$ cat src/design/stereo_sqrt_overdrive_lowpass_top_macros.svh
// ---------------------------------------------------------------------------
// stereo sqrt overdrive lowpass assertion macros
// shared concurrent assertion forms, compiled out when ASSERT_OFF is set
// ---------------------------------------------------------------------------
`ifndef STEREO_SQRT_OVERDRIVE_LOWPASS_TOP_MACROS_SVH
`define STEREO_SQRT_OVERDRIVE_LOWPASS_TOP_MACROS_SVH

`ifndef ASSERT_OFF
// same-cycle implication
`define SQOD_ASSERT_IMP(lbl, c, r, ante, cons, msg) \
  lbl: assert property (@(posedge c) disable iff (r) (ante) |-> (cons)) else $error(msg);
// next-cycle implication
`define SQOD_ASSERT_NXT(lbl, c, r, ante, cons, msg) \
  lbl: assert property (@(posedge c) disable iff (r) (ante) |=> (cons)) else $error(msg);
`else
`define SQOD_ASSERT_IMP(lbl, c, r, ante, cons, msg)
`define SQOD_ASSERT_NXT(lbl, c, r, ante, cons, msg)
`endif

`endif

$ cat src/design/sqod_pkg.sv
// ---------------------------------------------------------------------------
// sqod_pkg
// shared constants, types and helpers of the stereo sqrt overdrive lowpass
// ---------------------------------------------------------------------------
package sqod_pkg;

  localparam int SAMPLE_BITS_DEF    = 24;
  localparam int COEF_FRAC_BITS_DEF = 16;
  localparam int GAIN_BITS          = 16;
  localparam int GAIN_FRAC_BITS     = 12;
  localparam int STATE_BITS         = 32;
  localparam int CFG_INDEX_W        = 2;

  localparam logic [GAIN_BITS-1:0] GAIN_ONE = GAIN_BITS'(1) << GAIN_FRAC_BITS;

  // register indexes
  localparam logic [CFG_INDEX_W-1:0] REG_DRIVE = 2'd0;
  localparam logic [CFG_INDEX_W-1:0] REG_COEFF = 2'd1;
  localparam logic [CFG_INDEX_W-1:0] REG_GAIN  = 2'd2;

  typedef enum logic [1:0] {
    MUL_DRIVE_SEL,
    MUL_COEFF_SEL,
    MUL_GAIN_SEL
  } mul_sel_t;

  typedef struct packed {
    logic     load_in;
    logic     sq_init;
    logic     sq_step;
    logic     mul_en;
    mul_sel_t mul_sel;
    logic     blend_en;
    logic     filt_en;
    logic     out_en;
    logic     chan;
    logic     deliver;
  } cmd_t;

  typedef struct packed {
    logic sq_last;
  } status_t;

  // width of the config data port: widest register
  function automatic int cfg_width(input int coef_frac_bits);
    return (coef_frac_bits + 1 > GAIN_BITS) ? coef_frac_bits + 1 : GAIN_BITS;
  endfunction

endpackage

$ cat src/design/sqod_ctrl.sv
// ---------------------------------------------------------------------------
// sqod_ctrl
// sequencer: runs the square root, blend, filter and gain steps per channel
// ---------------------------------------------------------------------------
module sqod_ctrl
  import sqod_pkg::*;
(
  input  logic    clk,
  input  logic    rst,
  input  logic    in_valid,
  output logic    in_stall,
  output logic    out_valid,
  input  logic    out_stall,
  input  status_t status,
  output cmd_t    cmd
);

  typedef enum logic [3:0] {
    IDLE,
    SQ_INIT,
    SQ_STEP,
    MUL_DRIVE,
    BLEND,
    MUL_FILT,
    FILT,
    MUL_GAIN,
    RESULT,
    DELIVER
  } state_t;

  state_t state;
  logic   chan;
  logic   out_free;

  assign in_stall = (state != IDLE);
  assign out_free = !out_valid || !out_stall;

  always_comb begin
    cmd      = '0;
    cmd.chan = chan;
    unique case (state)
      IDLE:      cmd.load_in  = in_valid;
      SQ_INIT:   cmd.sq_init  = 1'b1;
      SQ_STEP:   cmd.sq_step  = 1'b1;
      MUL_DRIVE: begin
        cmd.mul_en  = 1'b1;
        cmd.mul_sel = MUL_DRIVE_SEL;
      end
      BLEND:     cmd.blend_en = 1'b1;
      MUL_FILT:  begin
        cmd.mul_en  = 1'b1;
        cmd.mul_sel = MUL_COEFF_SEL;
      end
      FILT:      cmd.filt_en  = 1'b1;
      MUL_GAIN:  begin
        cmd.mul_en  = 1'b1;
        cmd.mul_sel = MUL_GAIN_SEL;
      end
      RESULT:    cmd.out_en   = 1'b1;
      DELIVER:   cmd.deliver  = out_free;
      default:   cmd.chan     = chan;
    endcase
  end

  always_ff @(posedge clk) begin
    if (rst) begin
      state     <= IDLE;
      chan      <= 1'b0;
      out_valid <= 1'b0;
    end else begin
      if (state == DELIVER && out_free) begin
        out_valid <= 1'b1;
      end else if (out_valid && !out_stall) begin
        out_valid <= 1'b0;
      end
      unique case (state)
        IDLE: begin
          if (in_valid) begin
            chan  <= 1'b0;
            state <= SQ_INIT;
          end
        end
        SQ_INIT:   state <= SQ_STEP;
        SQ_STEP: begin
          if (status.sq_last) begin
            state <= MUL_DRIVE;
          end
        end
        MUL_DRIVE: state <= BLEND;
        BLEND:     state <= MUL_FILT;
        MUL_FILT:  state <= FILT;
        FILT:      state <= MUL_GAIN;
        MUL_GAIN:  state <= RESULT;
        RESULT: begin
          if (!chan) begin
            chan  <= 1'b1;
            state <= SQ_INIT;
          end else begin
            state <= DELIVER;
          end
        end
        DELIVER: begin
          // hold the pair until the output register is free
          if (out_free) begin
            state <= IDLE;
          end
        end
        default:   state <= IDLE;
      endcase
    end
  end

endmodule

$ cat src/design/sqod_datapath.sv
// ---------------------------------------------------------------------------
// sqod_datapath
// config registers, bit-serial square root, shared multiplier, filter state
// ---------------------------------------------------------------------------
module sqod_datapath
  import sqod_pkg::*;
#(
  parameter int SAMPLE_BITS    = SAMPLE_BITS_DEF,
  parameter int COEF_FRAC_BITS = COEF_FRAC_BITS_DEF
) (
  input  logic                                  clk,
  input  logic                                  rst,
  input  logic                                  cfg_wen,
  input  logic [CFG_INDEX_W-1:0]                cfg_index,
  input  logic [cfg_width(COEF_FRAC_BITS)-1:0]  cfg_data,
  input  logic signed [SAMPLE_BITS-1:0]         left_sample,
  input  logic signed [SAMPLE_BITS-1:0]         right_sample,
  output logic signed [SAMPLE_BITS-1:0]         left_out,
  output logic signed [SAMPLE_BITS-1:0]         right_out,
  input  cmd_t                                  cmd,
  output status_t                               status
);

  localparam int SB    = SAMPLE_BITS;
  localparam int CF    = COEF_FRAC_BITS;
  localparam int CFG_W = cfg_width(COEF_FRAC_BITS);
  localparam int A_W   = ((SB + 2 > STATE_BITS) ? SB + 2 : STATE_BITS) + 1;
  localparam int B_W   = CFG_W + 1;
  localparam int P_W   = A_W + B_W;
  localparam int CNT_W = $clog2(SB + 1);

  localparam logic [CFG_W-1:0]      COEF_ONE = CFG_W'(1) << CF;
  localparam logic signed [P_W-1:0] HALF_CF  = P_W'(1) << (CF - 1);
  localparam logic signed [P_W-1:0] HALF_G   = P_W'(1) << (GAIN_FRAC_BITS - 1);

  // config registers
  logic [CF:0]           drive;
  logic [CF:0]           coeff;
  logic [GAIN_BITS-1:0]  gain;

  // sample and state registers
  logic signed [SB-1:0]          samp_l;
  logic signed [SB-1:0]          samp_r;
  logic signed [STATE_BITS-1:0]  st_l;
  logic signed [STATE_BITS-1:0]  st_r;
  logic signed [SB-1:0]          res_l;
  logic signed [SB-1:0]          res_r;

  // square root
  logic [2*SB-1:0]  sq_rad;
  logic [SB+1:0]    sq_rem;
  logic [SB-1:0]    sq_root;
  logic [CNT_W-1:0] sq_cnt;

  logic signed [P_W-1:0] prod;
  logic signed [SB+1:0]  blend;

  // combinational
  logic signed [SB-1:0]         x;
  logic signed [STATE_BITS-1:0] st_cur;
  logic [SB-1:0]                mag;
  logic                         x_pos;
  logic signed [SB:0]           root_s;
  logic signed [SB:0]           shaped;
  logic [SB+1:0]                rem_sh;
  logic [SB+1:0]                trial;
  logic                         ge;
  logic signed [A_W-1:0]        mul_a;
  logic signed [B_W-1:0]        mul_b;
  logic signed [P_W-1:0]        sh_cf;
  logic signed [P_W-1:0]        sh_g;
  logic signed [A_W:0]          st_sum;
  logic signed [STATE_BITS-1:0] st_new;
  logic [A_W-STATE_BITS+1:0]    st_top;
  logic [P_W-SB:0]              y_top;
  logic signed [SB-1:0]         y;

  assign x      = cmd.chan ? samp_r : samp_l;
  assign st_cur = cmd.chan ? st_r : st_l;
  assign mag    = x[SB-1] ? SB'(-x) : x;
  assign x_pos  = !x[SB-1] && (x != '0);
  assign root_s = {1'b0, sq_root};
  assign shaped = x_pos ? root_s : -root_s;

  // one root bit per step: bring down two radicand bits, try (root << 2) | 1
  assign rem_sh = {sq_rem[SB-1:0], sq_rad[2*SB-1 -: 2]};
  assign trial  = {sq_root, 2'b01};
  assign ge     = (rem_sh >= trial);

  assign status.sq_last = (sq_cnt == CNT_W'(1));

  always_comb begin
    case (cmd.mul_sel)
      MUL_DRIVE_SEL: begin
        mul_a = A_W'(shaped) - A_W'(x);
        mul_b = B_W'(drive);
      end
      MUL_COEFF_SEL: begin
        mul_a = A_W'(blend) - A_W'(st_cur);
        mul_b = B_W'(coeff);
      end
      MUL_GAIN_SEL: begin
        mul_a = A_W'(st_cur);
        mul_b = B_W'(gain);
      end
      default: begin
        mul_a = '0;
        mul_b = '0;
      end
    endcase
  end

  // round half up, then floor by arithmetic shift
  assign sh_cf = (prod + HALF_CF) >>> CF;
  assign sh_g  = (prod + HALF_G) >>> GAIN_FRAC_BITS;

  // filter update with clamp to the 32-bit state range
  assign st_sum = (A_W + 1)'(st_cur) + (A_W + 1)'(sh_cf);
  assign st_top = st_sum[A_W:STATE_BITS-1];
  always_comb begin
    if ((&st_top) || !(|st_top)) begin
      st_new = st_sum[STATE_BITS-1:0];
    end else if (st_sum[A_W]) begin
      st_new = {1'b1, {(STATE_BITS-1){1'b0}}};
    end else begin
      st_new = {1'b0, {(STATE_BITS-1){1'b1}}};
    end
  end

  // output saturation
  assign y_top = sh_g[P_W-1:SB-1];
  always_comb begin
    if ((&y_top) || !(|y_top)) begin
      y = sh_g[SB-1:0];
    end else if (sh_g[P_W-1]) begin
      y = {1'b1, {(SB-1){1'b0}}};
    end else begin
      y = {1'b0, {(SB-1){1'b1}}};
    end
  end

  always_ff @(posedge clk) begin
    if (rst) begin
      drive <= '0;
      coeff <= COEF_ONE[CF:0];
      gain  <= GAIN_ONE;
    end else if (cfg_wen) begin
      unique case (cfg_index)
        REG_DRIVE: drive <= (cfg_data > COEF_ONE) ? COEF_ONE[CF:0] : cfg_data[CF:0];
        REG_COEFF: coeff <= (cfg_data > COEF_ONE) ? COEF_ONE[CF:0] : cfg_data[CF:0];
        REG_GAIN:  gain  <= cfg_data[GAIN_BITS-1:0];
        default:   gain  <= gain;
      endcase
    end
  end

  always_ff @(posedge clk) begin
    if (rst) begin
      st_l <= '0;
      st_r <= '0;
    end else if (cmd.filt_en) begin
      if (cmd.chan) begin
        st_r <= st_new;
      end else begin
        st_l <= st_new;
      end
    end
  end

  always_ff @(posedge clk) begin
    if (rst) begin
      sq_cnt <= '0;
    end else if (cmd.sq_init) begin
      sq_cnt <= CNT_W'(SB);
    end else if (cmd.sq_step) begin
      sq_cnt <= sq_cnt - CNT_W'(1);
    end
  end

  always_ff @(posedge clk) begin
    if (cmd.load_in) begin
      samp_l <= left_sample;
      samp_r <= right_sample;
    end
    if (cmd.sq_init) begin
      sq_rad  <= {1'b0, mag, {(SB-1){1'b0}}};
      sq_rem  <= '0;
      sq_root <= '0;
    end else if (cmd.sq_step) begin
      sq_rad  <= sq_rad << 2;
      sq_rem  <= ge ? rem_sh - trial : rem_sh;
      sq_root <= {sq_root[SB-2:0], ge};
    end
    if (cmd.mul_en) begin
      prod <= mul_a * mul_b;
    end
    if (cmd.blend_en) begin
      blend <= (SB + 2)'(x) + (SB + 2)'(sh_cf);
    end
    if (cmd.out_en) begin
      if (cmd.chan) begin
        res_r <= y;
      end else begin
        res_l <= y;
      end
    end
    if (cmd.deliver) begin
      left_out  <= res_l;
      right_out <= res_r;
    end
  end

endmodule

$ cat src/design/stereo_sqrt_overdrive_lowpass_top.sv
// ---------------------------------------------------------------------------
// stereo_sqrt_overdrive_lowpass_top
// stereo square-root overdrive with per-channel one-pole lowpass and gain
// ---------------------------------------------------------------------------
// One sample pair is taken per transfer and gives one output pair. Each
// channel runs in turn through a bit-serial square root that yields one
// root bit per cycle, then three passes through one shared registered
// multiplier (drive blend, lowpass, output gain). The finished pair sits
// in an output register, so the next pair is taken as soon as the
// sequencer is back in idle, while the previous result may still wait.
// Config writes belong to idle periods; out-of-range drive or filter values
// are taken as 1.0, and writes to unknown indexes are dropped.
`include "stereo_sqrt_overdrive_lowpass_top_macros.svh"

module stereo_sqrt_overdrive_lowpass_top
  import sqod_pkg::*;
#(
  parameter int SAMPLE_BITS    = SAMPLE_BITS_DEF,
  parameter int COEF_FRAC_BITS = COEF_FRAC_BITS_DEF
) (
  input  logic                                  clk,
  input  logic                                  rst,
  input  logic                                  cfg_wen,
  input  logic [CFG_INDEX_W-1:0]                cfg_index,
  input  logic [cfg_width(COEF_FRAC_BITS)-1:0]  cfg_data,
  input  logic                                  in_valid,
  output logic                                  in_stall,
  input  logic signed [SAMPLE_BITS-1:0]         left_sample,
  input  logic signed [SAMPLE_BITS-1:0]         right_sample,
  output logic                                  out_valid,
  input  logic                                  out_stall,
  output logic signed [SAMPLE_BITS-1:0]         left_out,
  output logic signed [SAMPLE_BITS-1:0]         right_out
);

  cmd_t    cmd;
  status_t status;

  sqod_ctrl u_ctrl (
    .clk       (clk),
    .rst       (rst),
    .in_valid  (in_valid),
    .in_stall  (in_stall),
    .out_valid (out_valid),
    .out_stall (out_stall),
    .status    (status),
    .cmd       (cmd)
  );

  sqod_datapath #(
    .SAMPLE_BITS    (SAMPLE_BITS),
    .COEF_FRAC_BITS (COEF_FRAC_BITS)
  ) u_datapath (
    .clk          (clk),
    .rst          (rst),
    .cfg_wen      (cfg_wen),
    .cfg_index    (cfg_index),
    .cfg_data     (cfg_data),
    .left_sample  (left_sample),
    .right_sample (right_sample),
    .left_out     (left_out),
    .right_out    (right_out),
    .cmd          (cmd),
    .status       (status)
  );

  // an accepted pair keeps the block busy for the next cycle
  `SQOD_ASSERT_NXT(a_busy_after_in, clk, rst, in_valid && !in_stall, in_stall, "not busy after input transfer")
  // a new result never overwrites one that is still waiting
  `SQOD_ASSERT_IMP(a_no_overwrite, clk, rst, cmd.deliver, !(out_valid && out_stall), "result overwritten")
  `SQOD_ASSERT_NXT(a_deliver_valid, clk, rst, cmd.deliver, out_valid, "delivered result not valid")
  // datapath steps are mutually exclusive
  `SQOD_ASSERT_IMP(a_cmd_excl, clk, rst, 1'b1, $onehot0({cmd.load_in, cmd.sq_init, cmd.sq_step, cmd.mul_en, cmd.blend_en, cmd.filt_en, cmd.out_en, cmd.deliver}), "overlapping datapath commands")

endmodule

$ cat config.mk
export PLATFORM = sky130hd
export DESIGN_NAME = stereo_sqrt_overdrive_lowpass_top
export DESIGN_NICKNAME = d
export VERILOG_FILES = /design/src/design/sqod_pkg.sv /design/src/design/sqod_ctrl.sv /design/src/design/sqod_datapath.sv /design/src/design/stereo_sqrt_overdrive_lowpass_top.sv
export VERILOG_INCLUDE_DIRS = /design/src /design/src/design
export SDC_FILE = /design/constraint.sdc
export NUM_CORES = 2
export LEC_CHECK = 0
export BUFFER_PORTS_ARGS = -buffer_cell sky130_fd_sc_hd__buf_2
export CAP_MARGIN = 30
export CORE_ASPECT_RATIO = 1.1
export CORE_MARGIN = 3
export CORE_UTILIZATION = 51
export CTS_CLUSTER_DIAMETER = 40
export DETAILED_ROUTE_END_ITERATION = 6
export MAX_ROUTING_LAYER = met4
export PLACE_DENSITY = 0.7
export SLEW_MARGIN = 20
export SYNTH_ARGS = -nofsm -noshare
export SYNTH_HDL_FRONTEND = slang
export SYNTH_SLANG_ARGS = --single-unit
$ cat constraint.sdc
create_clock -name clk -period 10.5 [get_ports clk]
set_clock_uncertainty 0.1 [all_clocks]
set_input_delay 1.575 -clock clk [delete_from_list [all_inputs] [get_ports clk]]
set_output_delay 1.575 -clock clk [all_outputs]
set_load 0.05 [all_outputs]
* Word-level counts from Yosys, hierarchy flattened
Cells that the tools add are included.
** Cells by class
- Multiply operators :: 1
- Muxes and demuxes :: 33
- $lt $le $gt $ge :: 2
- Eq/ne operators :: 17
- Reduce and logical (&&, ||, !) cells :: 33
- Bitwise logic cells :: 1
- Add/subtract/negate cells :: 10
** Operators by type and width (count)
- $mux 24 :: 5
- $pmux 33 s3 :: 1
- $mux 32 :: 3
- $mux 47 :: 2
- $add 51x13->51 const B :: 1
- $mul 33x18->51 :: 1
- $pmux 17 s3 :: 1
- $add 50x17->50 const B :: 1
- $pmux 4 s10 :: 1
- $add 32x34->34 :: 1
- $sub 26x32->33 :: 1
- $add 24x26->26 :: 1
- $ge 26x26->1 :: 1
- $sub 25x24->26 :: 1
- $mux 25 :: 1
- $neg 24->25 :: 1
- $neg 24->24 :: 1
- $reduce_bool 24->1 :: 1
- $sub 24x24->24 :: 1
- $gt 17x17->1 const B :: 1
- $mux 17 :: 1
- $eq 4x3->1 const B :: 4
- $mux 4 :: 4
- $reduce_and 16->1 :: 1
- other kinds (26) :: 60
** Word-level totals
- Bits in registers :: 419
- Logic and storage cells :: 119

* Logic depth before layout (Yosys ltp)
- Word-level depth :: 7
- Mapped depth :: 49

* Cells and area by module
Synthesis repeated with hierarchy kept, for this count alone.
** Second synthesis, totals
- Cells, all modules :: 4869
- Area total of the unflattened synthesis :: 44131.1 um^2
** Modules (own cells, without submodules)
- sqod_datapath :: cells each 4819, area each 43750.7 um^2, instances 1, sequential area each 10390.0 um^2
- sqod_ctrl :: cells each 50, area each 380.4 um^2, instances 1, sequential area each 120.1 um^2

* Worst setup path before layout
Ideal clock, no wire load.
- Path kind :: flip-flop to flip-flop
- Start point :: register u_ctrl.chan
- End point :: register u_datapath.prod[44], data pin
- Required time :: 10.138 ns
- Stages on the path, launching flop included :: 44
- Arrival time :: 10.311 ns
- Library setup time :: 0.262 ns
- Setup slack :: -0.173 ns
- Cell sequence :: dfxtp_1 > clkbuf_1 > buf_2 > buf_2 > mux2i_1 > inv_1 > nor2_1 > nand2_1 > nor3_1 > nand2_1 > o21ai_1 > clkbuf_1 > o21ai_0 > fa_1 > a21o_1 > nand4_1 > a311oi_1 > o311ai_0 > [... 8 more ...] > fa_1 > fa_1 > inv_1 > fa_1 > fa_1 > inv_1 > fa_1 > inv_1 > ha_1 > a21o_1 > a21o_1 > a211oi_1 > nor2_1 > o22ai_1 > o21ai_0 > a41oi_1 > mux2i_1 > or2_2
** On the way
- Longest elaborated chain between the ends :: 7
- Elaborated cells on any way between the ends :: 10
- Those cells by class :: add/sub (2); mul (1); mux (4); reduce/logical (3)
** Ends and longest elaborated chain
- start, declared :: line sqod_ctrl.sv:32 : logic chan;
- start signal, assigned :: line sqod_ctrl.sv:68 : chan <= 1'b0;
- start signal, assigned :: line sqod_ctrl.sv:79 : chan <= 1'b0;
- start signal, assigned :: line sqod_ctrl.sv:96 : chan <= 1'b1;
- $mux 24 :: line sqod_datapath.sv:78 : assign x = cmd.chan ? samp_r : samp_l;
- $reduce_bool 24->1 or $logic_not 1->1 (tied branches) :: line sqod_datapath.sv:81 : assign x_pos = !x[SB-1] && (x != '0);
- $logic_and 1x1->1 :: line sqod_datapath.sv:81
- $mux 25 :: line sqod_datapath.sv:83 : assign shaped = x_pos ? root_s : -root_s;
- $sub 25x24->26 :: line sqod_datapath.sv:95 : mul_a = A_W'(shaped) - A_W'(x);
- $pmux 33 s3 * :: line sqod_datapath.sv:93 : case (cmd.mul_sel)
- $mul 33x18->51 * :: line sqod_datapath.sv:195 : prod <= mul_a * mul_b;
- end signal, assigned :: line sqod_datapath.sv:195
- end, declared :: line sqod_datapath.sv:55 : logic signed [P_W-1:0] prod;
Mark *: on every way between the ends. The rest lies on a longest branch, timed or not.
A chain may end at the register's enable or synchronous reset.

* Worst setup path after layout
- Start point :: register u_ctrl.chan
- End point :: register u_datapath.prod[36], data pin
The elaborated chain is that of the path after synthesis.

==> run metrics <==
Synth area leaders=fa_1 (24%), edfxtp_1 (16%), dfxtp_1 (7.9%), ha_1 (7.5%), inv_1 (6.0%); Die W=287 um; Synth Area in Adders=0.318; Die H=315 um; Fmax=98.0 MHz; final period utilization=0.972; dpl hpwl=117,000 um; Synth Area per Inst=9.06 sq um; Max Slew Vio Count=0; I/O pin count=122; endpoints failing hold=0; Clock Tree Buf Depth=3; Worst EP required=10,750 ps; Arrival @ worst endpoint=10,460 ps; CTS tree=built; worst skew pair latency=640 ps; post-synthesis sequential area ratio=0.237; CTS buffer count=72; Period minus WS final=10,210 ps; Reg power frac=0.192; xor and xnor area share after synthesis=0.0513; Yosys warnings=0; share of layout cells above drive strength 1=0.151; P_int=5.87 mW; final antenna-violating net count=0; Num Clock Sinks=408; Critical Path Sink Type=flip-flop; pin count of the biggest net entering global routing=78; CP peak stage delay=560 ps; # setup viols final=0; IO Port Bufs=121; mapped cell area=44,300 sq um; hold buffers post-CTS=0; combinational fraction of design power=0.590; Hold Crit Class=reg2reg; H-Tree Depth=3; max_slew headroom=0.261; commonest cells in the netlist=inv_1 (713), fa_1 (538), nand2_1 (492), nor2_1 (350), a21oi_1 (334); global route total overflow=0; post-synth top area cell=fa_1; clk slew on worst S/H paths=60 ps; CP Max Fanout=8; Worst-Margin Slew=1110 ps; Mapped Cells=4,885; Worst setup SP type=flip-flop; Yosys cell types=92; Sw Ratio=0.443; worst hold slack=310 ps; Initial Utilization=0.518; Synth Area in Simple Gates=0.144; post-synthesis mux area share=0.0288; post-synthesis async set-or-reset flop share=0; Final #Nets=6,140; Avg Vias per Cell=5.84; Most used DFF post-synth=edfxtp_1; failing checks=design-rule violations; critical path class=reg2reg; first-pass GRT wire length=222,000 um; utilization after layout=0.604; wire per inst=22.5 um; flip-flop and latch count after synthesis=408; Synth top area share=0.243; initial antenna violation count=4; drt first pass iters=7; vias in the first global route=38,000; DRT Wirelength=145,000 um; most common cell in the netlist=inv_1; EDFF count, synth=234; complex-gate fraction of the synthesized area=0.141; CP max-delay cell=fa_1; routability cong.=1.01; most frequent CP cell=fa_1; # fillers=7,371; P_sw=4.67 mW; area delta synth->final=16.6%; Lkg Pwr=23.4 nW; via count=37,800; Syn Nets=5,759; Root Buffer=clkbuf_16; Residual DRC=13; Clk pwr share=0.218; Max-Cap Viols=0; First DRT Iteration DRCs=3,166; num rows=112; pwr/cell area=204 nW/um^2; status=complete, but fails checks; core box area=85,500 sq um; DIE AREA=90,400 sq um; total global-route track usage=0.332; largest family of logic cells by synthesized area=adder cells; Peak VDD IR=0.190 mV
==> timing repair <==
action,in CTS,in global routing
gates cloned,0,3
resized for setup,12,112
endpoints found under the setup margin,18,23
pin swaps,1,52
setup buffers,0,18
==> cells in the final DEF, fill, tap and decap left out, types with 15 or more instances in the layout <==
| cell | n |
|---|---|
| o21ai_0 | 154 |
| o21a_1 | 41 |
| o211ai_1 | 15 |
| o21ai_1 | 35 |
| mux2i_1 | 85 |
| nand2_1 | 488 |
| nand4_1 | 40 |
| dfxtp_1 | 172 |
| xor2_1 | 73 |
| a21o_1 | 115 |
| a21oi_2 | 18 |
| mux2_2 | 29 |
| nor2_1 | 342 |
| and4_1 | 15 |
| nor4_1 | 17 |
| o22ai_1 | 25 |
| nand3_1 | 133 |
| and2_1 | 70 |
| a211oi_1 | 82 |
| buf_2 | 121 |
| clkbuf_16 | 76 |
| xnor2_1 | 181 |
| and3_1 | 51 |
| nor3_1 | 80 |
| a21oi_1 | 314 |
| nor2b_1 | 26 |
| fa_1 | 532 |
| inv_1 | 711 |
| or3_1 | 16 |
| nand2b_1 | 21 |
| o21bai_1 | 26 |
| buf_4 | 367 |
| edfxtp_1 | 234 |
| o31ai_1 | 20 |
| ha_1 | 261 |
==> critical path, delay by kind of cell (launching register included) <==
kind | cells | cell delay [ps]
adder cells (fa/ha/maj) | 8 | 3750
multiplexers | 1 | 240
AO/OA/AOI/OAI | 15 | 2500
flip-flops | 1 | 410
XOR/XNOR | 2 | 410
buffers and inverters | 12 | 1420
AND/OR/NAND/NOR | 8 | 1110
==> kinds of logic (layout without fill, tap and decap cells) <==
logic type / after synthesis / after routing
xor gates and xnor gates: 257 / 257
adders and majority gates: 802 / 802
buffers and inverters: 925 / 1361
AOI/OAI and AO/OA: 993 / 993
DFF: 408 / 408
and+or+nand+nor: 1377 / 1377
muxes: 123 / 123
other: 0 / 2
==> power groups by stage <==
stage	registers (mW)	logic, mW	clock network (mW)
after floorplan	1.99	3.36	0
after global placement	2.05	5.75	0
after detailed placement	2.05	5.83	0
after CTS	2.02	5.88	2.33
after global routing	2.04	6.71	2.41
final	2.03	6.22	2.30
==> per-layer routing <==
layer	GRT usage	vias up	wire (um)
met5	-	-	0
met4	0.196	0	10500
met3	0.0522	503	11500
met2	0.538	1583	68300
met1	0.393	18500	55000
li1	-	17200	-
==> cell type report <==
class	instances	area (sq um)	share of cell area
Clock buffer	79	1890	0.0366
Inverter	715	2680	0.0520
Antenna cell	2	5.00	0.0000969
Clock inverter	50	497	0.00962
Multi-Input combinational cell	3552	30800	0.596
Tap cell	1140	1430	0.0276
Timing Repair Buffer	517	3840	0.0745
Sequential cell	408	10500	0.204
==> final timing paths <==
path | startpoint | cells after the start | to | slack (ps)
max | u_ctrl.chan | 46 | u_datapath.prod[36] | 290
min | u_datapath.res_r[6] | 0 | u_datapath.right_out[6] | 310
max reg2reg | u_ctrl.chan | 46 | u_datapath.prod[36] | 290
min reg2reg | u_datapath.res_r[6] | 0 | u_datapath.right_out[6] | 310
==> per-stage QoR <==
step | instances | cell area, sq um | power, mW | worst slack, ps | TNS, ps
2_1_floorplan | 4885 | 44300 | 5.35 | -51.5 | -51.5
3_3_place_gp | 6305 | 48400 | 7.80 | -192 | -1620
3_5_place_dp | 6309 | 48500 | 7.87 | -325 | -3030
4_1_cts | 6438 | 50900 | 10.2 | 0.518 | 0
5_1_grt | 6462 | 51600 | 11.2 | -212 | -1510
6_report | 6463 | 51600 | 10.5 | 293 | 0
==> state kept, by name (all words and copies together), names as in the netlist, 5 cells and up <==
name                  count
u_datapath.blend         26
u_datapath.coeff         17
u_datapath.drive         17
u_datapath.gain          16
u_datapath.left_out      24
u_datapath.prod          40
u_datapath.res_l         24
u_datapath.res_r         24
u_datapath.right_out     24
u_datapath.samp_l        24
u_datapath.samp_r        24
u_datapath.sq_cnt         5
u_datapath.sq_rad        25
u_datapath.sq_rem        24
u_datapath.sq_root       24
u_datapath.st_l          32
u_datapath.st_r          32
No activity file was read; power rests on OpenSTA's default activity.
